## config.mk

```make
export PLATFORM = sky130hd
export DESIGN_NAME = delta_list_task_timer_queue
export DESIGN_NICKNAME = d
export VERILOG_FILES = /design/src/dltq_pkg.sv /design/src/dltq_mem.sv /design/src/dltq_alu.sv /design/src/delta_list_task_timer_queue.sv
export SDC_FILE = /design/constraint.sdc
export NUM_CORES = 1
export LEC_CHECK = 0
export BUFFER_PORTS_ARGS = -buffer_cell sky130_fd_sc_hd__buf_2
export CAP_MARGIN = 25
export CORE_MARGIN = 8
export CORE_UTILIZATION = 66
export DETAILED_ROUTE_END_ITERATION = 10
export PLACE_DENSITY_LB_ADDON = 0.05
export SYNTH_ARGS = -nofsm -noshare
export SYNTH_HDL_FRONTEND = slang
export SYNTH_SLANG_ARGS = --single-unit
```

## constraint.sdc

```tcl
create_clock -name clk -period 12 [get_ports clk]
set_input_delay 1.8 -clock clk [delete_from_list [all_inputs] [get_ports clk]]
set_output_delay 1.8 -clock clk [all_outputs]
set_load 0.02 [all_outputs]
```

## src/dltq_pkg.sv

```systemverilog
// package: shared constants and codes for the delta-list timer queue
`default_nettype none
package dltq_pkg;

  localparam int DEF_MAX_TASKS  = 16;
  localparam int DEF_DELAY_BITS = 16;
  localparam int MAX_RESULTS    = 16;
  localparam int RES_CNT_BITS   = $clog2(MAX_RESULTS + 1);
  localparam int ID_BITS        = 8;

  typedef enum logic [2:0] {
    CMD_TICK     = 3'd0,
    CMD_ADD      = 3'd1,
    CMD_DISPATCH = 3'd2,
    CMD_DEL_HEAD = 3'd3,
    CMD_CLEAR    = 3'd4
  } cmd_t;

  typedef enum logic [1:0] {
    STAT_OK    = 2'd0,
    STAT_FULL  = 2'd1,
    STAT_EMPTY = 2'd2
  } status_t;

endpackage
`default_nettype wire

```

## src/dltq_mem.sv

```systemverilog
// entry memory: one write port, one registered read port
`default_nettype none
module dltq_mem
  import dltq_pkg::*;
#(
  parameter int DEPTH = DEF_MAX_TASKS,
  parameter int WIDTH = ID_BITS + 2 * DEF_DELAY_BITS,
  parameter int AW    = $clog2(DEPTH)
) (
  input  wire logic             clk,
  input  wire logic             we,
  input  wire logic [AW-1:0]    waddr,
  input  wire logic [WIDTH-1:0] wdata,
  input  wire logic [AW-1:0]    raddr,
  output logic      [WIDTH-1:0] rdata
);

  logic [WIDTH-1:0] mem [DEPTH];

  always_ff @(posedge clk) begin
    if (we) begin
      mem[waddr] <= wdata;
    end
    rdata <= mem[raddr];
  end

endmodule
`default_nettype wire

```

## src/dltq_alu.sv

```systemverilog
// shared subtractor with borrow, used for walk, adjust and tick
`default_nettype none
module dltq_alu
  import dltq_pkg::*;
#(
  parameter int W = DEF_DELAY_BITS
) (
  input  wire logic [W-1:0] a,
  input  wire logic [W-1:0] b,
  output logic      [W-1:0] diff,
  output logic              borrow
);

  logic [W:0] full;

  assign full   = {1'b0, a} - {1'b0, b};
  assign diff   = full[W-1:0];
  assign borrow = full[W];

endmodule
`default_nettype wire

```

## src/delta_list_task_timer_queue.sv

```systemverilog
// top level: delta-list timer queue with command sequencer
//
// Command port: a command beat (command, task_id, delay, period) is taken at a
// rising edge where start is high and busy is low. busy stays high while the
// sequencer works on the command.
// Result port: each result is shown for one cycle with strobe high; fired_id,
// fired, last and status are valid then. Every command gives one result with
// last set, except a dispatch with due tasks, which gives one result per due
// task (at most 16) and sets last on the final one. The receiver cannot stall.
// Structure: entries sit in a memory with one write port and a registered
// read port; one subtractor serves every delta update. Clear, unused codes
// and commands on an empty or full queue answer straight from idle. Tick
// lowers a nonzero head delta by one; delete head shifts later entries. Add
// walks to place P, shifts entries from P, inserts, adjusts any next delta.
// A dispatch costs a removal plus, for periodic tasks, an add per due task.
// Reset: rst (synchronous) empties the queue and idles the sequencer; memory
// contents are not cleared.
`default_nettype none
module delta_list_task_timer_queue
  import dltq_pkg::*;
#(
  parameter int MAX_TASKS  = DEF_MAX_TASKS,
  parameter int DELAY_BITS = DEF_DELAY_BITS
) (
  input  wire logic         clk,
  input  wire logic         rst,
  input  wire logic         start,
  output logic              busy,
  input  wire logic [2:0]   command,
  input  wire logic [7:0]   task_id,
  input  wire logic [15:0]  delay,
  input  wire logic [15:0]  period,
  output logic              strobe,
  output logic      [7:0]   fired_id,
  output logic              fired,
  output logic              last,
  output logic      [1:0]   status
);

  localparam int IW       = (MAX_TASKS > 1) ? $clog2(MAX_TASKS) : 1;
  localparam int CW       = $clog2(MAX_TASKS + 1);
  localparam int EW       = ID_BITS + 2 * DELAY_BITS;
  localparam int EXT_BITS = (DELAY_BITS > 16) ? DELAY_BITS : 16;
  localparam logic [EXT_BITS-1:0] DMAX_EXT = EXT_BITS'({DELAY_BITS{1'b1}});

  typedef enum logic [14:0] {
    S_IDLE   = 15'h0001,
    S_TK_RD  = 15'h0002,
    S_TK_WR  = 15'h0004,
    S_WK_RD  = 15'h0008,
    S_WK_CMP = 15'h0010,
    S_SH_RD  = 15'h0020,
    S_SH_WR  = 15'h0040,
    S_INS_WR = 15'h0080,
    S_ADJ_RD = 15'h0100,
    S_ADJ_WR = 15'h0200,
    S_RM_RD  = 15'h0400,
    S_RM_WR  = 15'h0800,
    S_DP_RD  = 15'h1000,
    S_DP_CHK = 15'h2000,
    S_IDLE2  = 15'h4000
  } state_t;

  state_t                  state;
  logic [CW-1:0]           count;
  logic [CW-1:0]           pos;
  logic [CW-1:0]           idx;
  logic [DELAY_BITS-1:0]   rem;
  logic [ID_BITS-1:0]      nid;
  logic [DELAY_BITS-1:0]   nper;
  logic                    in_disp;
  logic [RES_CNT_BITS-1:0] n;
  logic                    pend_valid;
  logic [ID_BITS-1:0]      pend_id;

  logic [CW-1:0]           idx_m1;
  logic [CW-1:0]           pos_p1;
  logic [EXT_BITS-1:0]     delay_ext;
  logic [EXT_BITS-1:0]     period_ext;
  logic [DELAY_BITS-1:0]   delay_sat;
  logic [DELAY_BITS-1:0]   period_sat;

  logic                    mem_we;
  logic [IW-1:0]           mem_waddr;
  logic [EW-1:0]           mem_wdata;
  logic [IW-1:0]           mem_raddr;
  logic [EW-1:0]           mem_rdata;
  logic [ID_BITS-1:0]      rd_id;
  logic [DELAY_BITS-1:0]   rd_delta;
  logic [DELAY_BITS-1:0]   rd_per;

  logic [DELAY_BITS-1:0]   alu_a;
  logic [DELAY_BITS-1:0]   alu_b;
  logic [DELAY_BITS-1:0]   alu_diff;
  logic                    alu_borrow;

  assign busy     = (state != S_IDLE);
  assign idx_m1   = idx - CW'(1);
  assign pos_p1   = pos + CW'(1);
  assign rd_id    = mem_rdata[EW-1 -: ID_BITS];
  assign rd_delta = mem_rdata[2*DELAY_BITS-1 : DELAY_BITS];
  assign rd_per   = mem_rdata[DELAY_BITS-1:0];

  assign delay_ext  = EXT_BITS'(delay);
  assign period_ext = EXT_BITS'(period);
  assign delay_sat  = (delay_ext > DMAX_EXT) ? {DELAY_BITS{1'b1}} : delay_ext[DELAY_BITS-1:0];
  assign period_sat = (period_ext > DMAX_EXT) ? {DELAY_BITS{1'b1}} : period_ext[DELAY_BITS-1:0];

  dltq_mem #(
    .DEPTH (MAX_TASKS),
    .WIDTH (EW),
    .AW    (IW)
  ) u_mem (
    .clk   (clk),
    .we    (mem_we),
    .waddr (mem_waddr),
    .wdata (mem_wdata),
    .raddr (mem_raddr),
    .rdata (mem_rdata)
  );

  dltq_alu #(
    .W (DELAY_BITS)
  ) u_alu (
    .a      (alu_a),
    .b      (alu_b),
    .diff   (alu_diff),
    .borrow (alu_borrow)
  );

  always_comb begin
    alu_a = rem;
    alu_b = rd_delta;
    unique case (state)
      S_ADJ_WR: begin
        alu_a = rd_delta;
        alu_b = rem;
      end
      S_TK_WR: begin
        alu_a = rd_delta;
        alu_b = DELAY_BITS'(1);
      end
      default: begin
        alu_a = rem;
        alu_b = rd_delta;
      end
    endcase
  end

  always_comb begin
    mem_raddr = '0;
    mem_we    = 1'b0;
    mem_waddr = '0;
    mem_wdata = mem_rdata;
    unique case (state)
      S_WK_RD:  mem_raddr = pos[IW-1:0];
      S_SH_RD:  mem_raddr = idx_m1[IW-1:0];
      S_ADJ_RD: mem_raddr = pos_p1[IW-1:0];
      S_RM_RD:  mem_raddr = idx[IW-1:0];
      S_TK_WR: begin
        mem_we    = (rd_delta != '0);
        mem_waddr = '0;
        mem_wdata = {rd_id, alu_diff, rd_per};
      end
      S_SH_WR: begin
        mem_we    = 1'b1;
        mem_waddr = idx[IW-1:0];
      end
      S_INS_WR: begin
        mem_we    = 1'b1;
        mem_waddr = pos[IW-1:0];
        mem_wdata = {nid, rem, nper};
      end
      S_ADJ_WR: begin
        mem_we    = 1'b1;
        mem_waddr = pos_p1[IW-1:0];
        mem_wdata = {rd_id, alu_diff, rd_per};
      end
      S_RM_WR: begin
        mem_we    = 1'b1;
        mem_waddr = idx_m1[IW-1:0];
      end
      default: begin
        mem_raddr = '0;
      end
    endcase
  end

  always_ff @(posedge clk) begin
    if (rst) begin
      state  <= S_IDLE;
      count  <= '0;
      strobe <= 1'b0;
    end else begin
      strobe <= 1'b0;
      unique case (state)
        S_IDLE, S_IDLE2: begin
          state <= S_IDLE;
          if (start && state == S_IDLE) begin
            fired_id <= '0;
            fired    <= 1'b0;
            last     <= 1'b1;
            status   <= STAT_OK;
            case (cmd_t'(command))
              CMD_TICK: begin
                if (count == '0) begin
                  strobe <= 1'b1;
                  status <= STAT_EMPTY;
                end else begin
                  state <= S_TK_RD;
                end
              end
              CMD_ADD: begin
                if (count == CW'(MAX_TASKS)) begin
                  strobe <= 1'b1;
                  status <= STAT_FULL;
                end else begin
                  nid     <= task_id;
                  rem     <= delay_sat;
                  nper    <= period_sat;
                  pos     <= '0;
                  in_disp <= 1'b0;
                  state   <= S_WK_RD;
                end
              end
              CMD_DISPATCH: begin
                if (count == '0) begin
                  strobe <= 1'b1;
                  status <= STAT_EMPTY;
                end else begin
                  in_disp    <= 1'b1;
                  n          <= '0;
                  pend_valid <= 1'b0;
                  state      <= S_DP_RD;
                end
              end
              CMD_DEL_HEAD: begin
                if (count == '0) begin
                  strobe <= 1'b1;
                  status <= STAT_EMPTY;
                end else begin
                  in_disp <= 1'b0;
                  idx     <= CW'(1);
                  state   <= S_RM_RD;
                end
              end
              CMD_CLEAR: begin
                count  <= '0;
                strobe <= 1'b1;
              end
              default: begin
                strobe <= 1'b1;
              end
            endcase
          end
        end
        S_TK_RD: state <= S_TK_WR;
        S_TK_WR: begin
          strobe   <= 1'b1;
          fired_id <= '0;
          fired    <= 1'b0;
          last     <= 1'b1;
          status   <= STAT_OK;
          state    <= S_IDLE;
        end
        S_WK_RD: state <= S_WK_CMP;
        S_WK_CMP: begin
          if (pos < count && !alu_borrow) begin
            rem   <= alu_diff;
            pos   <= pos_p1;
            state <= S_WK_RD;
          end else begin
            idx   <= count;
            state <= (count == pos) ? S_INS_WR : S_SH_RD;
          end
        end
        S_SH_RD: state <= S_SH_WR;
        S_SH_WR: begin
          idx   <= idx_m1;
          state <= (idx_m1 == pos) ? S_INS_WR : S_SH_RD;
        end
        S_INS_WR: begin
          count <= count + CW'(1);
          if (pos < count) begin
            state <= S_ADJ_RD;
          end else if (in_disp) begin
            state <= S_DP_RD;
          end else begin
            strobe   <= 1'b1;
            fired_id <= '0;
            fired    <= 1'b0;
            last     <= 1'b1;
            status   <= STAT_OK;
            state    <= S_IDLE;
          end
        end
        S_ADJ_RD: state <= S_ADJ_WR;
        S_ADJ_WR: begin
          if (in_disp) begin
            state <= S_DP_RD;
          end else begin
            strobe   <= 1'b1;
            fired_id <= '0;
            fired    <= 1'b0;
            last     <= 1'b1;
            status   <= STAT_OK;
            state    <= S_IDLE;
          end
        end
        S_RM_RD: begin
          if (idx < count) begin
            state <= S_RM_WR;
          end else begin
            count <= count - CW'(1);
            if (!in_disp) begin
              strobe   <= 1'b1;
              fired_id <= '0;
              fired    <= 1'b0;
              last     <= 1'b1;
              status   <= STAT_OK;
              state    <= S_IDLE;
            end else if (nper != '0) begin
              rem   <= nper;
              pos   <= '0;
              state <= S_WK_RD;
            end else begin
              state <= S_DP_RD;
            end
          end
        end
        S_RM_WR: begin
          idx   <= idx + CW'(1);
          state <= S_RM_RD;
        end
        S_DP_RD: state <= S_DP_CHK;
        S_DP_CHK: begin
          status <= STAT_OK;
          if (count != '0 && rd_delta == '0 && n != RES_CNT_BITS'(MAX_RESULTS)) begin
            // previous due task is now known not to be the final one
            if (pend_valid) begin
              strobe   <= 1'b1;
              fired_id <= pend_id;
              fired    <= 1'b1;
              last     <= 1'b0;
            end
            pend_valid <= 1'b1;
            pend_id    <= rd_id;
            nid        <= rd_id;
            nper       <= rd_per;
            n          <= n + RES_CNT_BITS'(1);
            idx        <= CW'(1);
            state      <= S_RM_RD;
          end else begin
            strobe   <= 1'b1;
            fired_id <= pend_valid ? pend_id : '0;
            fired    <= pend_valid;
            last     <= 1'b1;
            state    <= S_IDLE;
          end
        end
        default: state <= S_IDLE;
      endcase
    end
  end

endmodule
`default_nettype wire

```

# After elaboration in Yosys (flattened, before gate mapping)
# Memories as Yosys holds them, arrays and structs flattened. A register that Yosys moved wholly into a read port is not among the register bits.
# Index checks and enable logic that the tools add are counted.
[op_classes] addsub=7 n_lt_le_gt_ge=4 eq_ne=42 muxes=115 bitwise=1 reduce_logical=32
[op_table] cell="$mux W16" n=14
[op_table] cell="$pmux W15 S13" n=1
[op_table] cell="$mux W8" n=14
[op_table] cell="$mux W5" n=19
[op_table] cell="$mux W13" n=7
[op_table] cell="$pmux W40 S2" n=1
[op_table] cell="$pmux W16 S2" n=2
[op_table] cell="$pmux W13 S4" n=1
[op_table] cell="$pmux W16 S3" n=1
[op_table] cell="$pmux W8 S6" n=1
[op_table] cell="$gt A16 B16 Y1 const B" n=2
[op_table] cell="$pmux W4 S4" n=2
[op_table] cell="$reduce_bool A16 Y1" n=2
[op_table] cell="$pmux W5 S3" n=2
[op_table] cell="$mux W1" n=29
[op_table] cell="$ne A2 B2 Y1 const B" n=13
[op_table] cell="$pmux W5 S5" n=1
[op_table] cell="$mux W11" n=2
[op_table] cell="$add A5 B1 Y5 const B" n=4
[op_table] cell="$pmux W1 S6" n=3
[op_table] cell="$reduce_and A6 Y1" n=3
[op_table] cell="$sub A16 B16 Y17" n=1
[op_table] cell="$logic_not A16 Y1" n=1
[op_table] cell="$pmux W8 S2" n=1
[op_table] cell="50 further kinds" n=74
[word_totals] reg_bits=98 ramBits=640 in_bits=46 out_inout_bits=14 word_cells=218 mem_count=1
[mem_list] name="u_mem.mem" depth=16 word_bits=40 rd=1 rd_ports_with_merged_regs=1 write_ports=1 line="dltq_mem.sv:18" text="logic [WIDTH-1:0] mem [DEPTH];"

# Longest topological paths before layout
# Gate-level depths: netlist of run 1.
[logic_depth] word_depth=8 ltp_mapped=20 depth_no_buf=17

# Modules after synthesis
# From an unflattened synthesis of run 1, not the netlist that was laid out.
[hier_totals] hier_cells=1880 hier_area_um2=32417.3
[by_module_without_submodules] mod="dltq_mem" n_inst=1 cells_per_inst=1040 area_each_um2=25131.6 seq_area_each_um2=20019.2
[by_module_without_submodules] mod="delta_list_task_timer_queue" n_inst=1 cells_per_inst=715 area_each_um2=6432.4 seq_area_each_um2=2712.6
[by_module_without_submodules] mod="dltq_alu" n_inst=1 cells_per_inst=125 area_each_um2=853.3 seq_area_each_um2=0.0

# Least setup slack after synthesis of run 1
# OpenSTA, ideal clock, no wires.
[synth_path] path_type="reg-to-reg" startpoint="register state[3]" endpoint="register pos[0] (enable)" t_arrival_ns=7.227 path_slack_ns=4.259 path_stages_with_launch=20 period_less_slack_ns=7.741 cell_sequence="dfxtp_1 -> buf_6 -> or4_4 -> buf_6 -> nor3_1 -> and4_1 -> clkbuf_1 -> nor2_1 -> clkbuf_1 -> mux2i_1 -> ha_1 -> fa_1 -> nor2b_1 -> o31a_1 -> o211ai_1 -> a31oi_1 -> o31ai_1 -> a21oi_1 -> nor2_1 -> a2111oi_0"
[synth_via] elab_chain_len=8 elab_cells_between_ends=23 classes_between="add/sub: 1; eq/ne: 13; mux: 2; reduce/logical: 7"
[synth_lines] element="start, declared" line="delta_list_task_timer_queue.sv:64" text="state_t state;"
[synth_lines] element="start signal, assigned" line="delta_list_task_timer_queue.sv:274" text="state <= (count == pos) ? S_INS_WR : S_SH_RD;"
[synth_lines] element="start signal, assigned" line="delta_list_task_timer_queue.sv:280" text="state <= (idx_m1 == pos) ? S_INS_WR : S_SH_RD;"
[synth_lines] element="$eq A15 B10 Y1 / $eq A15 B3 Y1 (equally long branches)" line="delta_list_task_timer_queue.sv:134" text="unique case (state)"
[synth_lines] element="$reduce_or A2 Y1 (no line)"
[synth_lines] element="$mux W16" line="delta_list_task_timer_queue.sv:134"
[synth_lines] element="$sub A16 B16 Y17" line="dltq_alu.sv:16" text="assign full = {1'b0, a} - {1'b0, b};"
[synth_lines] element="$logic_not A1 Y1" line="delta_list_task_timer_queue.sv:268" text="if (pos < count && !alu_borrow) begin"
[synth_lines] element="$logic_and A1 B1 Y1" line="delta_list_task_timer_queue.sv:268"
[synth_lines] element="$ne A2 B2 Y1 (no line)"
[synth_lines] element="$reduce_and A9 Y1 (no line) *"
[synth_lines] element="end signal, assigned" line="delta_list_task_timer_queue.sv:270" text="pos <= pos_p1;"
[synth_lines] element="end, declared" line="delta_list_task_timer_queue.sv:66" text="logic [CW-1:0] pos;"
# Mark *: on every way between the ends. The rest lies on a longest branch, timed or not.
# A chain may end at the register's enable or synchronous reset.

# Worst setup path in the final report of run 1
[layout_path] startpoint="register state[8]" endpoint="register u_mem.rdata[16] (read register of u_mem.mem)"
[layout_via] elab_chain_len=2 elab_cells_between_ends=5 classes_between="eq/ne: 4; mux: 1"
[layout_lines] element="$eq A15 B11 Y1, or another cell as far along" line="delta_list_task_timer_queue.sv:155" text="unique case (state)"
[layout_lines] element="$pmux W4 S4 *" line="delta_list_task_timer_queue.sv:155"
[layout_lines] element="end, declared" line="dltq_mem.sv:15" text="output logic [WIDTH-1:0] rdata"
# Marks and branches as above.

==> results of run 1 <==
stage by stage:
stage          utilization (%)  power (uW)  std cells
2_1_floorplan                -        3010       2383
3_5_place_dp              69.0        3030       3040
5_1_grt                   74.3        5520       3183
6_report                  74.3        5400       3183
3_3_place_gp              69.0        3030       3039
4_1_cts                   74.3        5420       3182
report_power, final:
group / internal (uW) / switching [uW]
sequential: 2920 / 4.27
combinational: 17.6 / 32.7
clock: 1420 / 1000
synth_stat cells, types with 16 or more instances:
master / instances / area share (%)
edfxtp_1: 717 / 66
nand2_1: 525 / 6.1
mux2i_1: 234 / 7.2
o22ai_1: 111 / 2.1
nor2_1: 78 / 0.90
clkbuf_1: 65 / 0.75
dfxtp_1: 60 / 3.7
a21oi_1: 52 / 0.80
o21ai_0: 42 / 0.65
a22oi_1: 40 / 0.92
or3_1: 40 / 0.77
a221o_1: 35 / 1.1
buf_2: 33 / 0.51
ha_1: 33 / 1.3
nand3_1: 25 / 0.39
inv_1: 21 / 0.24
nor3_1: 20 / 0.31
xor2_1: 17 / 0.46
and2_1: 16 / 0.31
nor4_1: 16 / 0.31
state kept, by name (all words and copies together) (netlist names):
signal	count
pos	5
last	1
nper	16
fired	1
nid	8
count	5
n	5
strobe	1
fired_id	8
idx	5
state	14
pend_id	8
pend_valid	1
in_disp	1
u_mem.rdata	40
rem	16
u_mem.mem	640
status	2
layer usage:
metal  vias to the layer above  wire length (um)
met3                       210              9820
met5                         -                 0
met1                     10300             35200
met4                         0              3220
met2                      1225             39300
li1                       9130                 -
logic make-up (layout without fill, tap and decap cells):
family,after synthesis,in the layout,share of synthesized area [%]
buffers and inverters,147,283,2.12
AOI/OAI and AO/OA,354,354,7.44
xor gates and xnor gates,31,31,0.836
and+or+nand+nor,804,804,11.0
adders and majority gates,35,35,1.40
DFF,777,777,70.0
muxes,235,235,7.25
worst max-delay path, delay by kind of cell (launching register included):
| family | cells | cell delay, ps |
|---|---|---|
| buffers and inverters | 2 | 1470 |
| AND/OR/NAND/NOR | 5 | 1620 |
| flip-flops | 1 | 480 |
| AO/OA/AOI/OAI | 3 | 770 |
| multiplexers | 1 | 280 |
final cells by class:
type | instances | area [um2] | area share [%]
clock inverters | 30 | 372 | 1.03
multi-input cells | 1459 | 9240 | 25.5
flip-flops and latches | 777 | 22700 | 62.8
repair buffers | 118 | 748 | 2.07
well taps | 664 | 831 | 2.29
clock buffers | 112 | 2200 | 6.08
inverters | 23 | 86.3 | 0.238
path summary, 6_finish.rpt:
path / from / endpoint / slack [ps] / depth (start not counted)
hold / removal: u_mem.rdata[36]$_DFF_P_ / pend_id[4]$_DFFE_PP_ / 490 / 0
hold reg to reg: u_mem.rdata[36]$_DFF_P_ / pend_id[4]$_DFFE_PP_ / 490 / 0
setup / recovery: state[8]$_SDFF_PP0_ / u_mem.rdata[16]$_DFF_P_ / 6900 / 11
setup reg to reg: state[8]$_SDFF_PP0_ / u_mem.rdata[16]$_DFF_P_ / 6900 / 11
==> impl_metrics.ini, run 1 <==
[sta]
fin_hold_ws_ps = 488
rsz0062_at_grt = no
fin_setup_tns_ps = 0
fmax_mhz = 196
hold_violations = 0
min_period_over_period_pct = 42.5
clock-skew-final_ps = 22.8
worstMarginPinSlew_ps = 1120
fin_crit_ps = 5100
setup_viol = 0
slew_violations = 0
maxSlewHeadroom_pct = 25.3
setup_ws_ps = 6900

[cts]
cts_buffers = 77
cts_tree = yes
cts.hold.buffers_added = 0
cts_resized = 0
h-tree-depth = 3
cts_buffer_depth = 3
postCtsSetupBuffers = 0
cts_root_buf = clkbuf_16
clk_latency_ps = 630
path_clk_slew_ps = 60
cts.sinks = 777

[floorplanning]
die_area_mm2 = 0.0565
die_h_um = 238
core_area_mm2 = 0.0487
io_pins = 60
die_w_um = 238
placementRows = 81
start_util_pct = 66.6

[finish]
fin_area_mm2 = 0.0362
final_common_cell = edfxtp_1
layout_common_cells = 717 x edfxtp_1, 525 x nand2_1, 234 x mux2i_1, 111 x o22ai_1, 79 x clkbuf_16
area.growth.synth_to_final_pct = 11.5
final_layout_size_suffix_gt1_share_pct = 10.8
fillers = 3075
nNetsFinal = 2537
n_antenna_cell = 0

[pwr]
power.density_mw_per_mm2 = 149
peakVddDrop_mv = 0.153
p_leak_uw = 0.0136

[synth]
synth_area_mm2 = 0.0325
netlist_instances = 2383
synth.distinct_cells = 73
synth.avg_cell_area_um2 = 13.6
yosysSeqAreaShare_pct = 70.0
postSynth.asyncResetShare_pct = 0
yosys_warnings = 0
synth_edf_count = 717
ys_ff_latch = 777
syn_nets = 2464
yosys_most_used_dff = edfxtp_1

[grt]
grt-ovfl-total = 0
grt_max_degree = 145
grt_use_total_pct = 30.7
met2_usage_pct = 46.5
met1_usage_pct = 43.5
grt_pass1_vias = 19700
grt_pass1_wl_um = 127000
grt_util_met3_pct = 6.68
antenna_found_initial = 0
top_usage_layer = met2

[worst_setup_path]
max_stage_delay_ps = 890
crit_chain = nor3_2 > nand3_1 > nor2_1 > a21oi_1 > nor2b_4 > buf_12 > buf_4 > mux2i_1 > o22ai_1 > a221o_1 > or4_1
cp-start-kind = flip-flop
worst_ep_required_time_ps = 12500
endpoint_kind = flip-flop
worst_path_max_delay_cell = buf_4
critPathArrivalTime_ps = 5600
crit_type = reg -> reg
critPathMaxFanout = 144

[detailed_routing]
via_count = 20900
vias_per_cell = 6.57
drt-total-wl_um = 87600
detail_route.first_pass.iterations = 5
drc = 0
wl_per_cell_um = 27.5
drtIter0Drc = 2557
postRouteAntennaNets = 0

[hold_path]
hp-class = reg -> reg

[placement]
portBuffers = 59
gp_congestion = 0.973
post-place-ws_ps = 7050
place_area_mm2 = 0.0336
dp_hpwl_um = 48600

[job]
cap_violations = 0

[run_status]
status = finished, final reports clean
Note: power is estimated with default switching activity, not from simulation.
==> run 2, diff against run 1 <==
--- a/config.mk
+++ b/config.mk
@@ -8,7 +8,7 @@
 export BUFFER_PORTS_ARGS = -buffer_cell sky130_fd_sc_hd__buf_2
 export CAP_MARGIN = 25
 export CORE_MARGIN = 8
-export CORE_UTILIZATION = 66
+export CORE_UTILIZATION = 57
 export DETAILED_ROUTE_END_ITERATION = 10
 export PLACE_DENSITY_LB_ADDON = 0.05
 export SYNTH_ARGS = -nofsm -noshare
==> constraint.sdc (replaced) <==
create_clock -name clk -period 4.25 [get_ports clk]
set_input_delay 0.6375 -clock clk [delete_from_list [all_inputs] [get_ports clk]]
set_output_delay 0.6375 -clock clk [all_outputs]
set_load 0.02 [all_outputs]
==> run 2 against run 1 <==
Compared with the run above:
- via count up 0.49%
- count of clock-buffer cells in the layout decreased by 7
- maximum frequency up 24%
- largest cell class unchanged
- design area up 4.2%
==> impl_metrics.ini, run 2 (same netlist as run 1, synthesis figures left out) <==
[grt]
grt_util_met3_pct = 4.38
met2_usage_pct = 43.9
top_usage_layer = met2
grt-ovfl-total = 0
grt_pass1_vias = 20200
antenna_found_initial = 1
grt_max_degree = 94
grt_pass1_wl_um = 132000
grt_use_total_pct = 27.7
met1_usage_pct = 39.6

[sta]
fin_crit_ps = 4110
fin_hold_ws_ps = 288
setup_viol = 0
hold_violations = 0
min_period_over_period_pct = 96.8
slew_violations = 0
maxSlewHeadroom_pct = 37.1
clock-skew-final_ps = 20.9
fmax_mhz = 243
worstMarginPinSlew_ps = 935

[cts]
cts_buffer_depth = 3
cts.sinks = 777
cts_root_buf = clkbuf_16
cts_buffers = 79
cts_tree = yes
path_clk_slew_ps = 60
h-tree-depth = 3
clk_latency_ps = 620

[placement]
portBuffers = 59
dp_hpwl_um = 52300
gp_congestion = 0.905

[detailed_routing]
postRouteAntennaNets = 0
drtIter0Drc = 2203
detail_route.first_pass.iterations = 7
via_count = 21000
vias_per_cell = 6.24
drt-total-wl_um = 90400
wl_per_cell_um = 26.8
drc = 0

[finish]
regMostFlops = u_mem.mem
final_common_cell = edfxtp_1
final_layout_size_suffix_gt1_share_pct = 15.4
layout_common_cells = 717 x edfxtp_1, 523 x nand2_1, 233 x mux2i_1, 113 x buf_4, 111 x o22ai_1
nNetsFinal = 2626
largest_reg_flops = 640
reg_top3 = u_mem.mem: 640 flops, u_mem.rdata: 40 flops
n_antenna_cell = 0
fillers = 4031
postLayoutCoreUtil_pct = 66.9
area.growth.synth_to_final_pct = 16.2

[pwr]
p_leak_uw = 0.0143
power.density_mw_per_mm2 = 418
peakVddDrop_mv = 0.384
power_uw = 15800

[worst_setup_path]
worst_ep_required_time_ps = 4610
cp-start-kind = flip-flop
rrSetupSlack_ps = 140
endpoint_kind = flip-flop
critPathArrivalTime_ps = 4470
reg2regPathDepth = 20
critPathMaxFanout = 16
crit_type = reg -> reg

[hold_path]
hp-class = in -> reg
worstHoldPathCells = 3

[floorplanning]
placementRows = 87
io_pins = 60
die_h_um = 255
die_w_um = 255
start_util_pct = 57.6
core_area_mm2 = 0.0564
die_area_mm2 = 0.0649

[run_status]
status = finished, final reports clean

[job]
cap_violations = 0
-- run 2: cell count changes in the layout (fill, tap and decap cells not counted), moves of 5 or more --
cell and delta:
clkbuf_1 -7, bufinv_16 +7, o21ai_0 -5, buf_4 +56, buf_12 +27
-- run 2: report_power, final --
part	internal, uW	total (uW)	switching (uW)	leakage [uW]
registers	8250	8260	11.0	0.00699
logic	57.9	157	99.3	0.00597
clock network	4420	7340	2910	0.00135
-- run 2: final cells by class --
| class | count | area, um2 | area share, % |
|---|---|---|---|
| Sequential cell | 777 | 22700 | 60.2 |
| Multi-Input combinational cell | 1459 | 9410 | 24.9 |
| Clock buffer | 105 | 2170 | 5.76 |
| Timing Repair Buffer | 205 | 1780 | 4.71 |
| Tap cell | 756 | 946 | 2.51 |
| Clock inverter | 42 | 606 | 1.60 |
| Inverter | 23 | 86.3 | 0.229 |
-- run 2: per-layer routing --
| metal | vias to the layer above | share of wire, % |
|---|---|---|
| met5 | - | 0 |
| met4 | 0 | 2.9 |
| met3 | 168 | 7.9 |
| met2 | 958 | 46 |
| met1 | 10600 | 43 |
| li1 | 9311 | - |
-- run 2: path summary, 6_finish.rpt --
check	to	startpoint
worst min-delay path	nper[6]$_DFFE_PP_	period[6]
worst max-delay path	u_mem.mem[3][31]$_DFFE_PP_	state[7]$_SDFF_PP0_
worst max register to register	u_mem.mem[3][31]$_DFFE_PP_	state[7]$_SDFF_PP0_
worst min register to register	pend_id[4]$_DFFE_PP_	u_mem.rdata[36]$_DFF_P_
-- run 2: timing repair --
| action | CTS | global route |
|---|---|---|
| endpoints found under the setup margin | 58 | 143 |
| hold buffers | 0 | 0 |
| cloned | 0 | 1 |
| pin swaps | 5 | 25 |
| buffers inserted | 2 | 12 |
| gates resized for setup | 4 | 30 |
-- run 2: worst max-delay path, stage by stage, from the launching register on --
cell,delay (ps)
dfxtp_1,350
nor4_4,300
nand3_2,140
nor4bb_4,330
buf_4,210
nor2b_4,60
buf_4,160
buf_4,160
a22oi_1,150
ha_1,300
buf_4,150
nor2_1,90
o21ai_1,90
o2111ai_2,120
a21boi_1,110
o21ai_2,200
nand2b_1,120
a221oi_2,320
xor2_2,240
o21ai_4,80
buf_12,160
-- run 2: per-stage QoR --
stage,cells,setup slack (ps),instance area [um2],setup TNS (ps)
after floorplan,2383,-461,32600,-21600
after global placement,3205,-116,34700,-3590
after detailed placement,3205,-196,34700,-5900
after CTS,3354,23.1,37500,0
after global routing,3367,-114,37700,-7650
final,3367,136,37700,0
